### config.mk
export PLATFORM = sky130hd
export DESIGN_NAME = addressable_led_chain_driver_top_flat
export DESIGN_NICKNAME = d
export VERILOG_FILES = /design/src/hdl/ledc_pkg.sv /design/src/hdl/ledc_chan_if.sv /design/src/hdl/ledc_csr.sv /design/src/hdl/ledc_engine.sv /design/src/hdl/addressable_led_chain_driver_top.sv /design/src/flat_wrapper.sv
export SDC_FILE = /design/constraint.sdc
export NUM_CORES = 1
export LEC_CHECK = 0
export BUFFER_PORTS_ARGS = -buffer_cell sky130_fd_sc_hd__buf_2
export CAP_MARGIN = 10
export CORE_ASPECT_RATIO = 2
export CORE_UTILIZATION = 30
export CTS_BUF_LIST = sky130_fd_sc_hd__clkbuf_4 sky130_fd_sc_hd__clkbuf_8
export CTS_CLUSTER_SIZE = 16
export DETAILED_ROUTE_END_ITERATION = 12
export PLACE_DENSITY_LB_ADDON = 0.08
export SYNTH_ARGS = -nofsm -noshare
export SYNTH_HDL_FRONTEND = slang
export SYNTH_HIERARCHICAL = 1
export SYNTH_SLANG_ARGS = --single-unit
### constraint.sdc
create_clock -name clock -period 7.85 [get_ports clock]
set_input_delay 0.785 -clock clock [delete_from_list [all_inputs] [get_ports clock]]
set_output_delay 0.785 -clock clock [all_outputs]
set_load 0.05 [all_outputs]
### src/hdl/ledc_pkg.sv
// ----------------------------------------------------------------------------
// ledc_pkg
// Shared types and constants of the addressable LED chain driver.
// ----------------------------------------------------------------------------
`default_nettype none

package ledc_pkg;

   // Size of the colour store
   localparam int LED_COUNT = 16;
   localparam int LED_IDX_W = (LED_COUNT > 1) ? $clog2(LED_COUNT) : 1;

   // Field widths
   localparam int OP_W      = 2;
   localparam int INDEX_W   = 10;
   localparam int LEVEL_W   = 8;
   localparam int COLOUR_W  = 3 * LEVEL_W;
   localparam int BIT_W     = 5;
   localparam int TICKS_W   = 8;
   localparam int GAP_W     = 18;
   localparam int CSR_IDX_W = 3;
   localparam int CSR_DAT_W = GAP_W;

   // Last bit position of one LED word
   localparam logic [BIT_W-1:0] BIT_LAST = BIT_W'(COLOUR_W - 1);

   // Item operation codes
   localparam logic [OP_W-1:0] OP_WRITE = 2'd0;
   localparam logic [OP_W-1:0] OP_START = 2'd1;
   localparam logic [OP_W-1:0] OP_TICK  = 2'd2;

   // Register indexes
   localparam logic [CSR_IDX_W-1:0] CSR_ONE_HIGH  = 3'd0;
   localparam logic [CSR_IDX_W-1:0] CSR_ONE_LOW   = 3'd1;
   localparam logic [CSR_IDX_W-1:0] CSR_ZERO_HIGH = 3'd2;
   localparam logic [CSR_IDX_W-1:0] CSR_ZERO_LOW  = 3'd3;
   localparam logic [CSR_IDX_W-1:0] CSR_LATCH_GAP = 3'd4;

   // Register reset values
   localparam logic [TICKS_W-1:0] ONE_HIGH_RST  = 8'd3;
   localparam logic [TICKS_W-1:0] ONE_LOW_RST   = 8'd1;
   localparam logic [TICKS_W-1:0] ZERO_HIGH_RST = 8'd1;
   localparam logic [TICKS_W-1:0] ZERO_LOW_RST  = 8'd3;
   localparam logic [GAP_W-1:0]   LATCH_GAP_RST = 18'd80000;

   typedef enum logic [1:0] {
      PH_IDLE = 2'd0,
      PH_HIGH = 2'd1,
      PH_LOW  = 2'd2,
      PH_GAP  = 2'd3
   } phase_type;

   typedef struct packed {
      logic [OP_W-1:0]    op;
      logic [INDEX_W-1:0] led_index;
      logic [LEVEL_W-1:0] red_level;
      logic [LEVEL_W-1:0] green_level;
      logic [LEVEL_W-1:0] blue_level;
   } req_item_type;

   typedef struct packed {
      logic line_level;
      logic busy_res;
   } rsp_item_type;

   typedef struct packed {
      logic [TICKS_W-1:0] one_high_ticks;
      logic [TICKS_W-1:0] one_low_ticks;
      logic [TICKS_W-1:0] zero_high_ticks;
      logic [TICKS_W-1:0] zero_low_ticks;
      logic [GAP_W-1:0]   latch_gap_ticks;
   } timing_type;

endpackage

`default_nettype wire

### src/hdl/ledc_chan_if.sv
// ----------------------------------------------------------------------------
// ledc_chan_if
// Valid/ready channels for request items and result items.
// ----------------------------------------------------------------------------
`default_nettype none

interface ledc_req_if;
   logic                  valid;
   logic                  ready;
   ledc_pkg::req_item_type item;

   modport source (output valid, output item, input ready);
   modport sink   (input valid, input item, output ready);
endinterface

interface ledc_rsp_if;
   logic                  valid;
   logic                  ready;
   ledc_pkg::rsp_item_type item;

   modport source (output valid, output item, input ready);
   modport sink   (input valid, input item, output ready);
endinterface

`default_nettype wire

### src/hdl/ledc_csr.sv
// ----------------------------------------------------------------------------
// ledc_csr
// Timing registers of the LED chain driver, written through a plain port.
// ----------------------------------------------------------------------------
`default_nettype none

module ledc_csr (
   input  wire logic                           clock,
   input  wire logic                           reset,
   input  wire logic                           csr_write_en,
   input  wire logic [ledc_pkg::CSR_IDX_W-1:0] csr_index,
   input  wire logic [ledc_pkg::CSR_DAT_W-1:0] csr_data,
   output ledc_pkg::timing_type                timing
);

   ledc_pkg::timing_type timing_ff;
   ledc_pkg::timing_type timing_in;

   always_comb begin
      timing_in = timing_ff;
      if (csr_write_en) begin
         case (csr_index)
            ledc_pkg::CSR_ONE_HIGH:
               timing_in.one_high_ticks  = csr_data[ledc_pkg::TICKS_W-1:0];
            ledc_pkg::CSR_ONE_LOW:
               timing_in.one_low_ticks   = csr_data[ledc_pkg::TICKS_W-1:0];
            ledc_pkg::CSR_ZERO_HIGH:
               timing_in.zero_high_ticks = csr_data[ledc_pkg::TICKS_W-1:0];
            ledc_pkg::CSR_ZERO_LOW:
               timing_in.zero_low_ticks  = csr_data[ledc_pkg::TICKS_W-1:0];
            ledc_pkg::CSR_LATCH_GAP:
               timing_in.latch_gap_ticks = csr_data[ledc_pkg::GAP_W-1:0];
            default: begin
               // drop writes to unknown indexes
            end
         endcase
      end
   end

   always_ff @(posedge clock) begin
      if (reset) begin
         timing_ff.one_high_ticks  <= ledc_pkg::ONE_HIGH_RST;
         timing_ff.one_low_ticks   <= ledc_pkg::ONE_LOW_RST;
         timing_ff.zero_high_ticks <= ledc_pkg::ZERO_HIGH_RST;
         timing_ff.zero_low_ticks  <= ledc_pkg::ZERO_LOW_RST;
         timing_ff.latch_gap_ticks <= ledc_pkg::LATCH_GAP_RST;
      end else begin
         timing_ff <= timing_in;
      end
   end

   assign timing = timing_ff;

endmodule

`default_nettype wire

### src/hdl/ledc_engine.sv
// ----------------------------------------------------------------------------
// ledc_engine
// Colour store and frame sequencer: applies one item per cycle.
// ----------------------------------------------------------------------------
`default_nettype none

module ledc_engine (
   input  wire logic                   clock,
   input  wire logic                   reset,
   input  wire logic                   item_valid,
   input  ledc_pkg::req_item_type      item,
   input  ledc_pkg::timing_type        timing,
   output ledc_pkg::rsp_item_type      result
);

   localparam logic [ledc_pkg::LED_IDX_W-1:0] LED_LAST =
      ledc_pkg::LED_IDX_W'(ledc_pkg::LED_COUNT - 1);
   localparam logic [ledc_pkg::GAP_W-1:0] ONE_TICK = ledc_pkg::GAP_W'(1);

   logic [ledc_pkg::COLOUR_W-1:0]  colour_store_ff [ledc_pkg::LED_COUNT];
   logic [ledc_pkg::LED_IDX_W-1:0] current_led_ff, current_led_in;
   logic [ledc_pkg::BIT_W-1:0]     current_bit_ff, current_bit_in;
   ledc_pkg::phase_type            phase_ff, phase_in;
   logic [ledc_pkg::GAP_W-1:0]     tick_count_ff, tick_count_in;

   logic                           store_we;
   logic [ledc_pkg::LED_IDX_W-1:0] store_addr;
   logic [ledc_pkg::COLOUR_W-1:0]  store_data;

   logic [ledc_pkg::COLOUR_W-1:0]  entry;
   logic                           bit_one;
   logic [ledc_pkg::GAP_W-1:0]     dur_raw;
   logic [ledc_pkg::GAP_W-1:0]     dur;
   logic [ledc_pkg::GAP_W-1:0]     count_inc;
   logic                           phase_done;
   logic                           index_ok;
   ledc_pkg::phase_type            shown_phase;

   // Current bit and the length of the phase it is in
   always_comb begin
      entry   = colour_store_ff[current_led_ff];
      bit_one = entry[ledc_pkg::BIT_LAST - current_bit_ff];
      case (phase_ff)
         ledc_pkg::PH_HIGH:
            dur_raw = ledc_pkg::GAP_W'(bit_one ? timing.one_high_ticks
                                               : timing.zero_high_ticks);
         ledc_pkg::PH_LOW:
            dur_raw = ledc_pkg::GAP_W'(bit_one ? timing.one_low_ticks
                                               : timing.zero_low_ticks);
         default:
            dur_raw = timing.latch_gap_ticks;
      endcase
      dur        = (dur_raw == '0) ? ONE_TICK : dur_raw;
      count_inc  = tick_count_ff + ONE_TICK;
      phase_done = !((count_inc < dur) && (count_inc != '0));
      index_ok   = (11'(item.led_index) < 11'(ledc_pkg::LED_COUNT));
   end

   // Next state
   always_comb begin
      current_led_in = current_led_ff;
      current_bit_in = current_bit_ff;
      phase_in       = phase_ff;
      tick_count_in  = tick_count_ff;
      store_we       = 1'b0;
      store_addr     = item.led_index[ledc_pkg::LED_IDX_W-1:0];
      store_data     = {item.green_level, item.red_level, item.blue_level};
      if (item_valid) begin
         case (item.op)
            ledc_pkg::OP_WRITE: begin
               store_we = (phase_ff == ledc_pkg::PH_IDLE) && index_ok;
            end
            ledc_pkg::OP_START: begin
               if (phase_ff == ledc_pkg::PH_IDLE) begin
                  current_led_in = '0;
                  current_bit_in = '0;
                  tick_count_in  = '0;
                  phase_in       = ledc_pkg::PH_HIGH;
               end
            end
            ledc_pkg::OP_TICK: begin
               if (phase_ff != ledc_pkg::PH_IDLE) begin
                  tick_count_in = phase_done ? '0 : count_inc;
                  if (phase_done) begin
                     case (phase_ff)
                        ledc_pkg::PH_HIGH: begin
                           phase_in = ledc_pkg::PH_LOW;
                        end
                        ledc_pkg::PH_LOW: begin
                           if (current_bit_ff == ledc_pkg::BIT_LAST) begin
                              current_bit_in = '0;
                              if (current_led_ff == LED_LAST) begin
                                 phase_in = ledc_pkg::PH_GAP;
                              end else begin
                                 current_led_in = current_led_ff + 1'b1;
                                 phase_in       = ledc_pkg::PH_HIGH;
                              end
                           end else begin
                              current_bit_in = current_bit_ff + 1'b1;
                              phase_in       = ledc_pkg::PH_HIGH;
                           end
                        end
                        default: begin
                           phase_in = ledc_pkg::PH_IDLE;
                        end
                     endcase
                  end
               end
            end
            default: begin
               // unused code changes nothing
            end
         endcase
      end
   end

   // Outputs: a tick shows the level it drives, other items the state after
   always_comb begin
      shown_phase       = (item.op == ledc_pkg::OP_TICK) ? phase_ff : phase_in;
      result.line_level = (shown_phase == ledc_pkg::PH_HIGH);
      result.busy_res   = (shown_phase != ledc_pkg::PH_IDLE);
   end

   always_ff @(posedge clock) begin
      if (reset) begin
         current_led_ff <= '0;
         current_bit_ff <= '0;
         phase_ff       <= ledc_pkg::PH_IDLE;
         tick_count_ff  <= '0;
      end else begin
         current_led_ff <= current_led_in;
         current_bit_ff <= current_bit_in;
         phase_ff       <= phase_in;
         tick_count_ff  <= tick_count_in;
      end
   end

   always_ff @(posedge clock) begin
      if (reset) begin
         for (int i = 0; i < ledc_pkg::LED_COUNT; i++) begin
            colour_store_ff[i] <= '0;
         end
      end else if (store_we) begin
         colour_store_ff[store_addr] <= store_data;
      end
   end

endmodule

`default_nettype wire

### src/hdl/addressable_led_chain_driver_top.sv
// ----------------------------------------------------------------------------
// addressable_led_chain_driver_top
// Single-wire LED chain driver with a 16-entry colour store.
// ----------------------------------------------------------------------------
// Usage:
//   req_chan carries one item per handshake: write a colour entry, start a
//   frame, or one clock tick of the output waveform. rsp_chan returns exactly
//   one item per request item, in order: the data pin level and busy flag.
//   The user writes timing registers on the csr_ port only with no item in
//   flight (unchecked); a change during a frame applies from the next tick.
// Data path and throughput:
//   An accepted item is held in the input register, is applied to the
//   sequencer state as it moves to the result register, and is then offered
//   on rsp_chan from the result register. One item is taken every cycle while
//   rsp_chan is ready; the state update of a single item sets that figure.
// Stalls:
//   When rsp_chan is not ready the result register holds its item and the
//   input register fills; req_chan.ready then drops until the result is taken.
// Reset:
//   Synchronous reset empties both registers, clears the colour store to
//   black, puts the sequencer in idle and loads the default timings.
// ----------------------------------------------------------------------------
`default_nettype none

module addressable_led_chain_driver_top (
   input  wire logic                           clock,
   input  wire logic                           reset,
   ledc_req_if.sink                            req_chan,
   ledc_rsp_if.source                          rsp_chan,
   input  wire logic                           csr_write_en,
   input  wire logic [ledc_pkg::CSR_IDX_W-1:0] csr_index,
   input  wire logic [ledc_pkg::CSR_DAT_W-1:0] csr_data
);

   // Input register
   logic                   in_valid_ff, in_valid_in;
   ledc_pkg::req_item_type in_item_ff;

   // Result register
   logic                   out_valid_ff, out_valid_in;
   ledc_pkg::rsp_item_type out_item_ff;

   ledc_pkg::timing_type   timing;
   ledc_pkg::rsp_item_type result;
   logic                   advance;
   logic                   req_take;

   // Advance the input item when the result register is free or being emptied
   assign advance  = in_valid_ff && (!out_valid_ff || rsp_chan.ready);
   assign req_take = req_chan.valid && req_chan.ready;

   assign req_chan.ready = !in_valid_ff || advance;

   always_comb begin
      in_valid_in = in_valid_ff;
      if (req_take) begin
         in_valid_in = 1'b1;
      end else if (advance) begin
         in_valid_in = 1'b0;
      end
      out_valid_in = out_valid_ff;
      if (advance) begin
         out_valid_in = 1'b1;
      end else if (rsp_chan.ready) begin
         out_valid_in = 1'b0;
      end
   end

   always_ff @(posedge clock) begin
      if (reset) begin
         in_valid_ff  <= 1'b0;
         out_valid_ff <= 1'b0;
      end else begin
         in_valid_ff  <= in_valid_in;
         out_valid_ff <= out_valid_in;
      end
   end

   // Payload: hold while stalled
   always_ff @(posedge clock) begin
      if (req_take) begin
         in_item_ff <= req_chan.item;
      end
      if (advance) begin
         out_item_ff <= result;
      end
   end

   ledc_csr u_csr (
      .clock        (clock),
      .reset        (reset),
      .csr_write_en (csr_write_en),
      .csr_index    (csr_index),
      .csr_data     (csr_data),
      .timing       (timing)
   );

   ledc_engine u_engine (
      .clock      (clock),
      .reset      (reset),
      .item_valid (advance),
      .item       (in_item_ff),
      .timing     (timing),
      .result     (result)
   );

   assign rsp_chan.valid = out_valid_ff;
   assign rsp_chan.item  = out_item_ff;

endmodule

`default_nettype wire

### src/flat_wrapper.sv
// flat-port wrapper written by rule: the top's interface ports become plain ports
module addressable_led_chain_driver_top_flat 
  (clock, reset, csr_write_en, csr_index, csr_data, req_chan_valid, req_chan_item, req_chan_ready, rsp_chan_valid, rsp_chan_item, rsp_chan_ready);
  ledc_req_if req_chan_i ();
  ledc_rsp_if rsp_chan_i ();
  input  wire logic clock;
  input  wire logic reset;
  input  wire logic csr_write_en;
  input  wire logic [ledc_pkg::CSR_IDX_W-1:0] csr_index;
  input  wire logic [ledc_pkg::CSR_DAT_W-1:0] csr_data;
  input wire logic [$bits(req_chan_i.valid)-1:0] req_chan_valid;
  input wire logic [$bits(req_chan_i.item)-1:0] req_chan_item;
  output wire logic [$bits(req_chan_i.ready)-1:0] req_chan_ready;
  output wire logic [$bits(rsp_chan_i.valid)-1:0] rsp_chan_valid;
  output wire logic [$bits(rsp_chan_i.item)-1:0] rsp_chan_item;
  input wire logic [$bits(rsp_chan_i.ready)-1:0] rsp_chan_ready;
  assign req_chan_i.valid = req_chan_valid;
  assign req_chan_i.item = req_chan_item;
  assign req_chan_ready = req_chan_i.ready;
  assign rsp_chan_valid = rsp_chan_i.valid;
  assign rsp_chan_item = rsp_chan_i.item;
  assign rsp_chan_i.ready = rsp_chan_ready;
  addressable_led_chain_driver_top u_core (.clock(clock), .reset(reset), .req_chan(req_chan_i), .rsp_chan(rsp_chan_i), .csr_write_en(csr_write_en), .csr_index(csr_index), .csr_data(csr_data));
endmodule
-- Word level (Yosys, flattened, before mapping)
Memories as Yosys holds them, arrays and structs flattened. A register that Yosys moved wholly into a read port is not among the register bits.
Index checks and enable logic that the tools add are counted.
W data, S select, Z words.
- bits in registers: 119
- input port bits: 62
- logic and storage cells: 118
- output and inout port bits: 4
- memories: 1
- bits in writable memories: 384
- magnitude comparators: 3
- reductions and logical operators: 27
- multiplexer cells: 48
- equal/unequal tests: 17
- $add $sub $neg: 4
- memories (memory ; words ; bits a word ; rd ports ; clocked after memory_dff ; write ports ; line ; text):
    u_core.u_engine.colour_store_ff ; 16 ; 24 ; 1 ; 1 ; 16 ; ledc_engine.sv:20 ; logic [ledc_pkg::COLOUR_W-1:0] colour_store_ff [ledc_pkg::LED_COUNT];
- operator list (operator ; number):
    $mux W18 ; 4
    $pmux W18 S2 ; 2
    $mux W4 ; 9
    $mux W5 ; 5
    $mux W24 ; 1
    $reduce_or A24 Y1 ; 1
    $add A18 B1 Y18 const B ; 1
    $logic_not A18 Y1 ; 1
    $lt A18 B18 Y1 ; 1
    $reduce_bool A18 Y1 ; 1
    $mux W8 ; 2
    $mux W2 ; 7
    $mux W1 ; 13
    $lt A10 B5 Y1 const B ; 1
    $ne A2 B2 Y1 const B ; 5
    $pmux W5 S2 ; 1
    $reduce_and A2 Y1 ; 5
    $reduce_bool A2 Y1 ; 5
    $pmux W2 S2 ; 2
    $pmux W4 S2 ; 1
    $reduce_and A8 Y1 ; 1
    $eq A2 B1 Y1 const B ; 3
    $eq A3 B2 Y1 const B ; 2
    $lt A5 B6 Y1 const B ; 1
    17 further kinds ; 24

-- Depth between registers and ports, before layout
Gate-level depths: netlist of run 1.
- word-level depth: 15
- depth in mapped cells: 29
- mapped depth without buffers: 24

-- Cells and area by module
The synthesis of run 1 kept the hierarchy.
- by module, submodules not included (module ; seq. area each (um2) ; cells an instance ; area each (um2) ; times used):
    ledc_engine ; 12191.7 ; 1523 ; 20717.4 ; 1
    ledc_csr ; 1001.0 ; 194 ; 2058.2 ; 1
    addressable_led_chain_driver_top ; 1181.1 ; 48 ; 1244.9 ; 1

-- Least setup slack after synthesis of run 1
Ideal clock, no wire load.
- path type: reg2reg
- start point: reg with a tool-made name
- end point: reg with a tool-made name
- cell stages (with the launch flop): 28
- path buffers: 4
- setup slack: 2268 ps
- setup time: 78 ps
- data required time: 7772 ps
- arrival: 5504 ps
- period minus slack after synthesis: 5582 ps
- cells stage by stage: dfxtp_1 > buf_4 > buf_6 > buf_6 > mux4_2 > mux2i_1 > mux2i_1 > a211oi_2 > a221oi_2 > a31oi_4 > mux2i_1 > a222oi_1 > o21a_1 > ha_1 > a21o_1 > a21o_1 > a21o_1 > a21o_1 > a21o_1 > a21o_1 > a21o_1 > a221o_1 > a211oi_1 > nand4_1 > o32ai_4 > buf_4 > o21ai_1 > a21boi_1

==> flow_metrics.env, run 1 <==
export IMPL_status="complete, no violations"
export IMPL_syn_area_um2=24020
export IMPL_cts_buffers_inserted=82
export IMPL_crit_path_end="u_core/u_engine/tick_count_ff[9]"
export IMPL_ys_ff_latch=507
export IMPL_arrival_ns=7.64
export IMPL_power_share_clock=0.411
export IMPL_yosys_area_top_type_share=0.5276
export IMPL_cts_sinks=507
export IMPL_antenna_found_initial=9
export IMPL_synth_area_leaders="edfxtp_1 53%, and2_1 10%, mux4_2 7.9%"
export IMPL_clock_latency_ns=0.73
export IMPL_overflow=0
export IMPL_rows=146
export IMPL_maxSlewViolCount=0
export IMPL_synth_nets=1854
export IMPL_timing_final_setup_violations=0
export IMPL_total_power_mw=5.599
export IMPL_reg2reg_setup_slack_ns=0.85
export IMPL_yosys_most_used_dff="edfxtp_1"
export IMPL_cts_root_buf="clkbuf_8"
export IMPL_io_buffers=65
export IMPL_cts_tree="yes"
export IMPL_synth_edf_count=422
export IMPL_p_leak_nw=9.824
export IMPL_drc=0
export IMPL_p_switching_mw=1.368
export IMPL_hp_class="primary input to flop"
export IMPL_die_area_um2=81270
export IMPL_syn_avg_cell_area_um2=13.61
export IMPL_final_area_um2=27220
export IMPL_die_y_um=402.2
export IMPL_fillCellCount=7798
export IMPL_start_kind="flop"
export IMPL_vias=14700
export IMPL_crit_path_end_kind="flop"
export IMPL_max_freq_mhz=142.8
export IMPL_ioPinCount=66
export IMPL_reg2regPathDepth=25
export IMPL_grt_pass1_vias=15770
export IMPL_fin_hold_ws_ns=0.2293
export IMPL_place_congestion=0.7790
export IMPL_critPathMostFrequentCell="a21o_1"
export IMPL_ys_seq_area_frac=0.5984
export IMPL_h_tree_depth=3
export IMPL_dp_cells=2787
export IMPL_initial_utilization=0.3030
export IMPL_multiInputGateArea_um2=9141
export IMPL_slowest_delay_ns=0.95
export IMPL_synth_top_cell_by_area="edfxtp_1"
export IMPL_crit_required_ns=8.49
export IMPL_seqPwrFrac=0.545
export IMPL_max_vdd_ir_drop_uv=88.99
export IMPL_final_antenna_net_count=0
export IMPL_rsz0062_at_grt="false"
export IMPL_async_reset_ff_frac=0
export IMPL_setup_tns_final_ns=0
export IMPL_syn_inst=1765
export IMPL_wire_per_inst_um=28.27
export IMPL_die_w_um=202.1
export IMPL_post_cts_setup_buffers=0
export IMPL_finalCritPeriodShare=0.8923
export IMPL_period_needed_ns=7.005
export IMPL_synthDistinctLibCells=78
export IMPL_grt_pass1_wl_um=116700
export IMPL_comb_power_share=0.044
export IMPL_crit_buf_inv=2
export IMPL_path_clk_slew_ns=0.06
export IMPL_post_place_ws_ns=0.8416
export IMPL_critical_path_class="flop to flop"
export IMPL_netSwitchingFraction=0.2444
export IMPL_track_usage=0.2065
export IMPL_hold_viol_final=0
export IMPL_ys_warnings_count=6
export IMPL_placed_area_um2=25660
export IMPL_final_seq_area_um2=14390
export IMPL_grt_start_max_net_pins=57
export IMPL_area_growth_pct=13.32
export IMPL_hold_buffers=0
export IMPL_worst_pin_slew_ns=1.174
export IMPL_final_layout_size_suffix_gt1_frac=0.2013
export IMPL_fin_nets=1924
export IMPL_drv_cap=0
export IMPL_drt_iter0_drc=973
export IMPL_cts_repair_resized=0
export IMPL_path_delay_family="compound AO/OA/AOI/OAI gates"
export IMPL_cts_buffer_depth=3
export IMPL_first_pass_iters=6
export IMPL_intPower_mw=4.231
export IMPL_hpwl_um=51530
export IMPL_routed_wl_um=82960
export IMPL_instances_no_fill=2935
export IMPL_cp_depth=25
export IMPL_cp_max_fo=36
export IMPL_max_slew_margin=0.2152
export IMPL_fin_skew_ns=0.02845
export IMPL_final_util=0.3434
export IMPL_setup_ws_ns=0.8453
export IMPL_rr_endpoint="u_core/u_engine/tick_count_ff[9]"
export IMPL_power_density_nw_per_um2=205.7
export IMPL_cpMaxStageDelayCell="dfxtp_4"
export IMPL_coreArea_um2=79280
export IMPL_avgViaCountPerCell=5.007
## state kept, by name, indices dropped and copies added, names as in the netlist, named ones only
| signal | flops |
|---|---|
| u_core/in_valid_ff | 1 |
| u_core/u_engine/phase_ff | 2 |
| u_core/u_csr/timing | 50 |
| u_core/in_item_ff | 36 |
| u_core/rsp_chan.valid | 1 |
| u_core/rsp_chan.item | 2 |
| u_core/u_engine/current_bit_ff | 5 |
| u_core/u_engine/tick_count_ff | 18 |
| u_core/u_engine/current_led_ff | 4 |
| u_core/u_engine/colour_store_ff | 384 |
## cell type report
cell class / instances / area share
multi-input combinational: 1106 / 0.3358
inverter: 22 / 0.003034
tap: 1036 / 0.04762
sequential: 507 / 0.5285
timing repair buffer: 116 / 0.02776
clock inverter: 41 / 0.008917
antenna: 1 / 0.00009193
clock buffer: 106 / 0.04831
## worst min path at each step
stage                             from                      end  slack, ns  cells after the start
2_1_floorplan   u_core/u_csr/timing[4]   u_core/u_csr/timing[4]       0.45                      2
3_3_place_gp   u_core/u_csr/timing[31]  u_core/u_csr/timing[31]       0.46                      2
3_5_place_dp   u_core/u_csr/timing[31]  u_core/u_csr/timing[31]       0.46                      2
4_1_cts              req_chan_item[20]    u_core/in_item_ff[20]       0.12                      1
5_1_grt              req_chan_item[20]    u_core/in_item_ff[20]       0.17                      1
6_report             req_chan_item[20]    u_core/in_item_ff[20]       0.23                      1
## cells in the final DEF (no fill, tap or decap), types with 13 or more instances in the layout
| cell type | synthesis | layout |
|---|---|---|
| a22oi_1 | 22 | 22 |
| mux2i_1 | 121 | 121 |
| nor2b_1 | 13 | 13 |
| buf_2 | 8 | 66 |
| nand4_1 | 16 | 16 |
| nand2b_1 | 63 | 63 |
| inv_1 | 22 | 22 |
| clkbuf_4 | 0 | 23 |
| nor2_1 | 63 | 51 |
| nand2_1 | 63 | 63 |
| edfxtp_1 | 422 | 422 |
| mux4_2 | 84 | 84 |
| clkinv_1 | 0 | 24 |
| ha_1 | 27 | 27 |
| clkbuf_8 | 0 | 83 |
| dfxtp_1 | 85 | 82 |
| a21oi_1 | 22 | 22 |
| nand3_1 | 28 | 28 |
| buf_4 | 13 | 46 |
| and2_1 | 392 | 392 |
## layer usage
layer / share of wire / GRT usage
met5: 0 / 0
met2: 0.58 / 0.4163
met3: 0.038 / 0.02875
met4: 0.027 / 0.07097
met1: 0.35 / 0.2105
## cell usage after synthesis, types with 8 or more instances
| master | instances |
|---|---|
| dfxtp_1 | 85 |
| o21ai_0 | 19 |
| and2_1 | 392 |
| nand2b_1 | 63 |
| edfxtp_1 | 422 |
| mux4_2 | 84 |
| a21o_1 | 11 |
| buf_2 | 8 |
| nor2_1 | 63 |
| and3_1 | 8 |
| buf_6 | 15 |
| nor2b_1 | 13 |
| xnor2_1 | 9 |
| o21ai_1 | 8 |
| nand2_1 | 63 |
| ha_1 | 27 |
| mux2i_1 | 121 |
| inv_1 | 22 |
| o211ai_1 | 11 |
| clkbuf_1 | 92 |
| nor3_1 | 15 |
| nand3_1 | 28 |
| nand4_1 | 16 |
| a21oi_1 | 22 |
| a22oi_1 | 22 |
| buf_4 | 13 |
## power groups by stage
stage	clock network (mW)	registers (mW)	logic, mW
global placement	0	3.11	0.253
floorplan	0	3.07	0.142
detailed placement	0	3.11	0.254
CTS	2.40	3.05	0.255
global route	2.49	3.06	0.261
finish	2.30	3.05	0.247
## worst register-to-register path: cells and delay by family, from the launching register on
family | cells | cell delay, ns
compound gates | 16 | 3.51
fa+ha+maj | 1 | 0.27
buf+inv | 2 | 0.75
flops | 1 | 0.95
simple gates | 3 | 0.60
mux | 3 | 0.84
## cell families after synthesis
| kind of cell | share of synthesized area |
|---|---|
| AO/OA/AOI/OAI | 0.04501 |
| XOR/XNOR | 0.005834 |
| adder cells (fa/ha/maj) | 0.01406 |
| buffers and inverters | 0.03089 |
| flip-flops | 0.5984 |
| multiplexers | 0.1318 |
| AND/OR/NAND/NOR | 0.1740 |
No activity file was read; power rests on OpenSTA's default activity.
==> run 2: changes to the inputs <==
CTS_BUF_LIST = default   (was sky130_fd_sc_hd__clkbuf_4 sky130_fd_sc_hd__clkbuf_8)
==> run 2 against run 1 <==
  * Flip-flop and latch count unchanged
  * Critical path depth unchanged
  * Cell count down 1.7%
  * Core utilization up 0.058 points
  * Critical path type unchanged
  * Highest routed layer unchanged
==> flow_metrics.env, run 2 (synthesis gave the netlist of run 1 again) <==
export IMPL_die_area_um2=81270
export IMPL_post_cts_setup_buffers=0
export IMPL_worst_pin_slew_ns=1.241
export IMPL_seqPwrFrac=0.532
export IMPL_timing_final_setup_violations=0
export IMPL_crit_buf_inv=2
export IMPL_cts_root_buf="clkbuf_16"
export IMPL_max_slew_margin=0.1708
export IMPL_final_area_um2=27270
export IMPL_dp_cells=2787
export IMPL_start_kind="flop"
export IMPL_final_cell_mix="422 x edfxtp_1, 392 x and2_1, 121 x mux2i_1"
export IMPL_routed_wl_um=82380
export IMPL_final_layout_size_suffix_gt1_frac=0.1790
export IMPL_coreArea_um2=79280
export IMPL_fillCellCount=7755
export IMPL_holdPathEnd="u_core/in_item_ff[20]"
export IMPL_fin_hold_ws_ns=0.3162
export IMPL_die_w_um=202.1
export IMPL_drc=0
export IMPL_whs_path_depth=1
export IMPL_reg2reg_setup_slack_ns=0.82
export IMPL_clock_latency_ns=0.64
export IMPL_placed_area_um2=25660
export IMPL_fin_nets=1894
export IMPL_critical_path_class="flop to flop"
export IMPL_multiInputGateArea_um2=9141
export IMPL_intPower_mw=4.370
export IMPL_area_growth_pct=13.52
export IMPL_final_antenna_net_count=0
export IMPL_status="complete, no violations"
export IMPL_cpMaxStageDelayCell="dfxtp_4"
export IMPL_h_tree_depth=2
export IMPL_post_place_ws_ns=0.8416
export IMPL_grt_pass1_vias=15430
export IMPL_drv_cap=0
export IMPL_cts_repair_resized=0
export IMPL_drt_iter0_drc=985
export IMPL_antenna_found_initial=7
export IMPL_slowest_delay_ns=0.96
export IMPL_track_usage=0.2040
export IMPL_n_antenna_cell=0
export IMPL_reg2regPathDepth=25
export IMPL_hp_class="primary input to flop"
export IMPL_wire_per_inst_um=28.55
export IMPL_rows=146
export IMPL_vias=14520
export IMPL_rsz0062_at_grt="false"
export IMPL_p_leak_nw=9.789
export IMPL_layout_commonest_cell="edfxtp_1"
export IMPL_finalCritPeriodShare=0.8956
export IMPL_cp_depth=25
export IMPL_top_register="u_core/u_engine/colour_store_ff"
export IMPL_arrival_ns=7.59
export IMPL_comb_power_share=0.043
export IMPL_cts_buffers_inserted=52
export IMPL_hpwl_um=51530
export IMPL_crit_required_ns=8.41
export IMPL_cts_tree="yes"
export IMPL_hp_start="req_chan_item[20]"
export IMPL_setup_ws_ns=0.8194
export IMPL_cts_sinks=507
export IMPL_period_needed_ns=7.031
export IMPL_avgViaCountPerCell=5.032
export IMPL_cts_buffer_depth=3
export IMPL_grt_pass1_wl_um=115800
export IMPL_power_share_clock=0.425
export IMPL_hold_buffers=0
export IMPL_critPathMostFrequentCell="a21o_1"
export IMPL_cp_max_fo=36
export IMPL_setup_tns_final_ns=0
export IMPL_die_y_um=402.2
export IMPL_rr_endpoint="u_core/u_engine/tick_count_ff[9]"
export IMPL_p_switching_mw=1.364
export IMPL_instances_no_fill=2885
export IMPL_power_density_nw_per_um2=210.3
export IMPL_netSwitchingFraction=0.2379
export IMPL_largest_reg_flops=384
export IMPL_first_pass_iters=5
export IMPL_overflow=0
export IMPL_final_seq_area_um2=14390
export IMPL_io_buffers=65
export IMPL_initial_utilization=0.3030
export IMPL_place_congestion=0.7790
export IMPL_fin_skew_ns=0.02141
export IMPL_max_vdd_ir_drop_uv=155.8
export IMPL_max_freq_mhz=142.2
export IMPL_hold_viol_final=0
export IMPL_crit_path_end_kind="flop"
export IMPL_grt_start_max_net_pins=57
export IMPL_path_delay_family="compound AO/OA/AOI/OAI gates"
export IMPL_path_clk_slew_ns=0.07
export IMPL_maxSlewViolCount=0
export IMPL_ioPinCount=66
## run 2: power by group through the flow
stage,clock (mW),sequential [mW],combinational [mW]
floorplan,0,3.07,0.142
global placement,0,3.11,0.253
detailed placement,0,3.11,0.254
CTS,2.52,3.05,0.255
global route,2.60,3.06,0.261
finish,2.44,3.05,0.247
## run 2: worst max path at each step
| stage | from | end | slack (ns) |
|---|---|---|---|
| after global routing | flop | u_core/u_engine/tick_count_ff[9] | 0.41 |
| after detailed placement | flop | u_core/u_engine/tick_count_ff[9] | 0.84 |
| after global placement | flop | u_core/u_engine/tick_count_ff[9] | 0.86 |
| final | flop | u_core/u_engine/tick_count_ff[9] | 0.82 |
| after CTS | flop | u_core/u_engine/tick_count_ff[9] | 0.77 |
| after floorplan | flop | flop | 2.27 |
## run 2: final cells by class
type                            count  share of cell area
Sequential cell                   507              0.5276
Inverter                           22            0.003028
Tap cell                         1036             0.04754
Timing Repair Buffer              116             0.02772
Clock buffer                       64             0.04974
Clock inverter                     34            0.009177
Multi-Input combinational cell   1106              0.3352
## run 2: metal layers
layer | GRT usage | part of all wire
met5 | 0 | 0
met4 | 0.06871 | 0.030
met3 | 0.02154 | 0.032
met2 | 0.4141 | 0.58
met1 | 0.2104 | 0.35
## run 2: metrics by stage
| stage | total power [mW] | utilization |
|---|---|---|
| floorplan | 3.213 | - |
| global placement | 3.360 | 0.3236 |
| detailed placement | 3.364 | 0.3237 |
| CTS | 5.825 | 0.3439 |
| global route | 5.923 | 0.3439 |
| finish | 5.734 | 0.3439 |
==> run 3: changes to the inputs <==
CORE_ASPECT_RATIO = default   (was 2)
CORE_UTILIZATION = 41   (was 30)
==> run 3 against run 2 <==
  * Combinational power fell by 4%
  * Hold slack better by 0.024 ns
  * First-iteration DRC count increased by 22%
  * Fmax shrank 3.5%
  * Wire length shrank 15%
  * Clock power about the same
  * Cell count shrank 9.7%
  * Global-route usage grew 3.5 points
  * Critical path type unchanged
  * Register-to-register slack got worse by 0.25 ns
  * Flip-flop and latch count unchanged
  * Die area shrank 27%
==> flow_metrics.env, run 3 (synthesis gave the netlist of run 1 again) <==
export IMPL_status="complete, no violations"
export IMPL_start_kind="flop"
export IMPL_overflow=0
export IMPL_cp_max_fo=42
export IMPL_crit_required_ns=8.35
export IMPL_rows=88
export IMPL_max_vdd_ir_drop_uv=173.4
export IMPL_cts_buffer_depth=3
export IMPL_cpMaxStageDelayCell="dfxtp_4"
export IMPL_hold_buffers=0
export IMPL_worst_pin_slew_ns=1.143
export IMPL_cts_buffers_inserted=56
export IMPL_initial_utilization=0.4155
export IMPL_largest_reg_flops=384
export IMPL_reg2regPathDepth=23
export IMPL_top_register="u_core/u_engine/colour_store_ff"
export IMPL_h_tree_depth=2
export IMPL_hp_class="primary input to flop"
export IMPL_slowest_delay_ns=0.88
export IMPL_hold_viol_final=0
export IMPL_final_cell_mix="422 x edfxtp_1, 392 x and2_1, 121 x mux2i_1"
export IMPL_die_y_um=244.0
export IMPL_crit_path_end_kind="flop"
export IMPL_maxSlewViolCount=0
export IMPL_timing_final_setup_violations=0
export IMPL_vias=14460
export IMPL_cts_repair_resized=0
export IMPL_final_seq_area_um2=14390
export IMPL_hpwl_um=40340
export IMPL_routed_wl_um=70430
export IMPL_fin_hold_ws_ns=0.3403
export IMPL_clock_latency_ns=0.63
export IMPL_arrival_ns=7.78
export IMPL_io_buffers=65
export IMPL_grt_start_max_net_pins=102
export IMPL_final_antenna_net_count=0
export IMPL_drt_iter0_drc=1199
export IMPL_fillCellCount=5151
export IMPL_period_needed_ns=7.283
export IMPL_setup_tns_final_ns=0
export IMPL_whs_path_depth=1
export IMPL_drv_cap=0
export IMPL_cts_tree="yes"
export IMPL_die_w_um=244.0
export IMPL_track_usage=0.2385
export IMPL_coreArea_um2=57810
export IMPL_critical_path_class="flop to flop"
export IMPL_critPathMostFrequentCell="a21o_1"
export IMPL_wire_per_inst_um=27.05
export IMPL_dp_cells=2503
export IMPL_place_congestion=0.8125
export IMPL_first_pass_iters=6
export IMPL_grt_pass1_vias=14770
export IMPL_area_growth_pct=11.89
export IMPL_die_area_um2=59560
export IMPL_fin_skew_ns=0.03739
export IMPL_grt_pass1_wl_um=102400
export IMPL_antenna_found_initial=5
export IMPL_finalCritPeriodShare=0.9278
export IMPL_max_freq_mhz=137.3
export IMPL_cts_sinks=507
export IMPL_path_cells="buf_4 > mux4_2 > mux2i_1 > a2111oi_0 > a211o_1 > a31oi_4 > mux2i_1 > a222oi_1 > o21a_1 > ha_1 > a21o_1 > a21o_1 > a21o_1 > a21o_1 > a21o_1 > a21o_1 > a21o_1 > a221o_1 > a211oi_1 > nand4_1 > o32ai_4 > nor2b_1 > o21ai_0"
export IMPL_path_clk_slew_ns=0.06
export IMPL_max_slew_margin=0.2379
export IMPL_instances_no_fill=2604
export IMPL_final_layout_size_suffix_gt1_frac=0.1688
export IMPL_p_leak_nw=9.743
export IMPL_rsz0062_at_grt="false"
export IMPL_layout_commonest_cell="edfxtp_1"
export IMPL_power_density_nw_per_um2=213.1
export IMPL_avgViaCountPerCell=5.553
export IMPL_drc=0
export IMPL_ioPinCount=66
export IMPL_multiInputGateArea_um2=9150
export IMPL_post_cts_setup_buffers=0
export IMPL_fin_nets=1885
export IMPL_cts_root_buf="clkbuf_16"
[run 3: routing by layer]
layer	GRT usage	vias to the layer above	wire [um]	part of all wire
met1	0.3130	7368	29950	0.43
met4	0.06857	6	1768	0.025
met5	0	-	38	0.00054
met3	0.03940	105	3908	0.055
met2	0.4061	430	34760	0.49
li1	-	6551	-	-
[run 3: power breakdown]
part           leakage [nW]  internal, mW  switching (mW)
combinational          3.88        0.0789           0.159
clock                 0.799          1.38            1.07
sequential             5.06          2.99          0.0537
[run 3: critical path: cells and delay by family (launching register included)]
| family | cells | cell delay [ns] |
|---|---|---|
| flops | 1 | 0.88 |
| buf+inv | 1 | 0.35 |
| fa+ha+maj | 1 | 0.25 |
| mux | 3 | 0.84 |
| compound gates | 16 | 4.46 |
| simple gates | 2 | 0.35 |
[run 3: path summary, 6_finish.rpt]
| check | startpoint | slack (ns) | to |
|---|---|---|---|
| setup / recovery | flop | 0.57 | flop |
| hold / removal | req_chan_item[8] | 0.34 | u_core/in_item_ff[8] |
| setup reg to reg | flop | 0.57 | flop |
| hold reg to reg | u_core/u_csr/timing[31] | 0.47 | u_core/u_csr/timing[31] |
[run 3: through the flow]
stage	setup slack, ns	power [mW]	util	cell area, um2
6_report	0.5666	5.727	0.4649	26880
5_1_grt	0.1489	5.905	0.4648	26870
3_5_place_dp	0.6125	3.340	0.4363	25220
2_1_floorplan	2.268	3.213	-	24020
4_1_cts	0.5631	5.787	0.4648	26870
3_3_place_gp	0.8103	3.336	0.4363	25220
[run 3: final cells by class]
class,count,share of cell area
inverter,22,0.003073
antenna,2,0.0001862
sequential,507,0.5352
tap,765,0.03561
timing repair buffer,103,0.02412
multi-input combinational,1106,0.3405
clock buffer,76,0.05531
clock inverter,23,0.006006
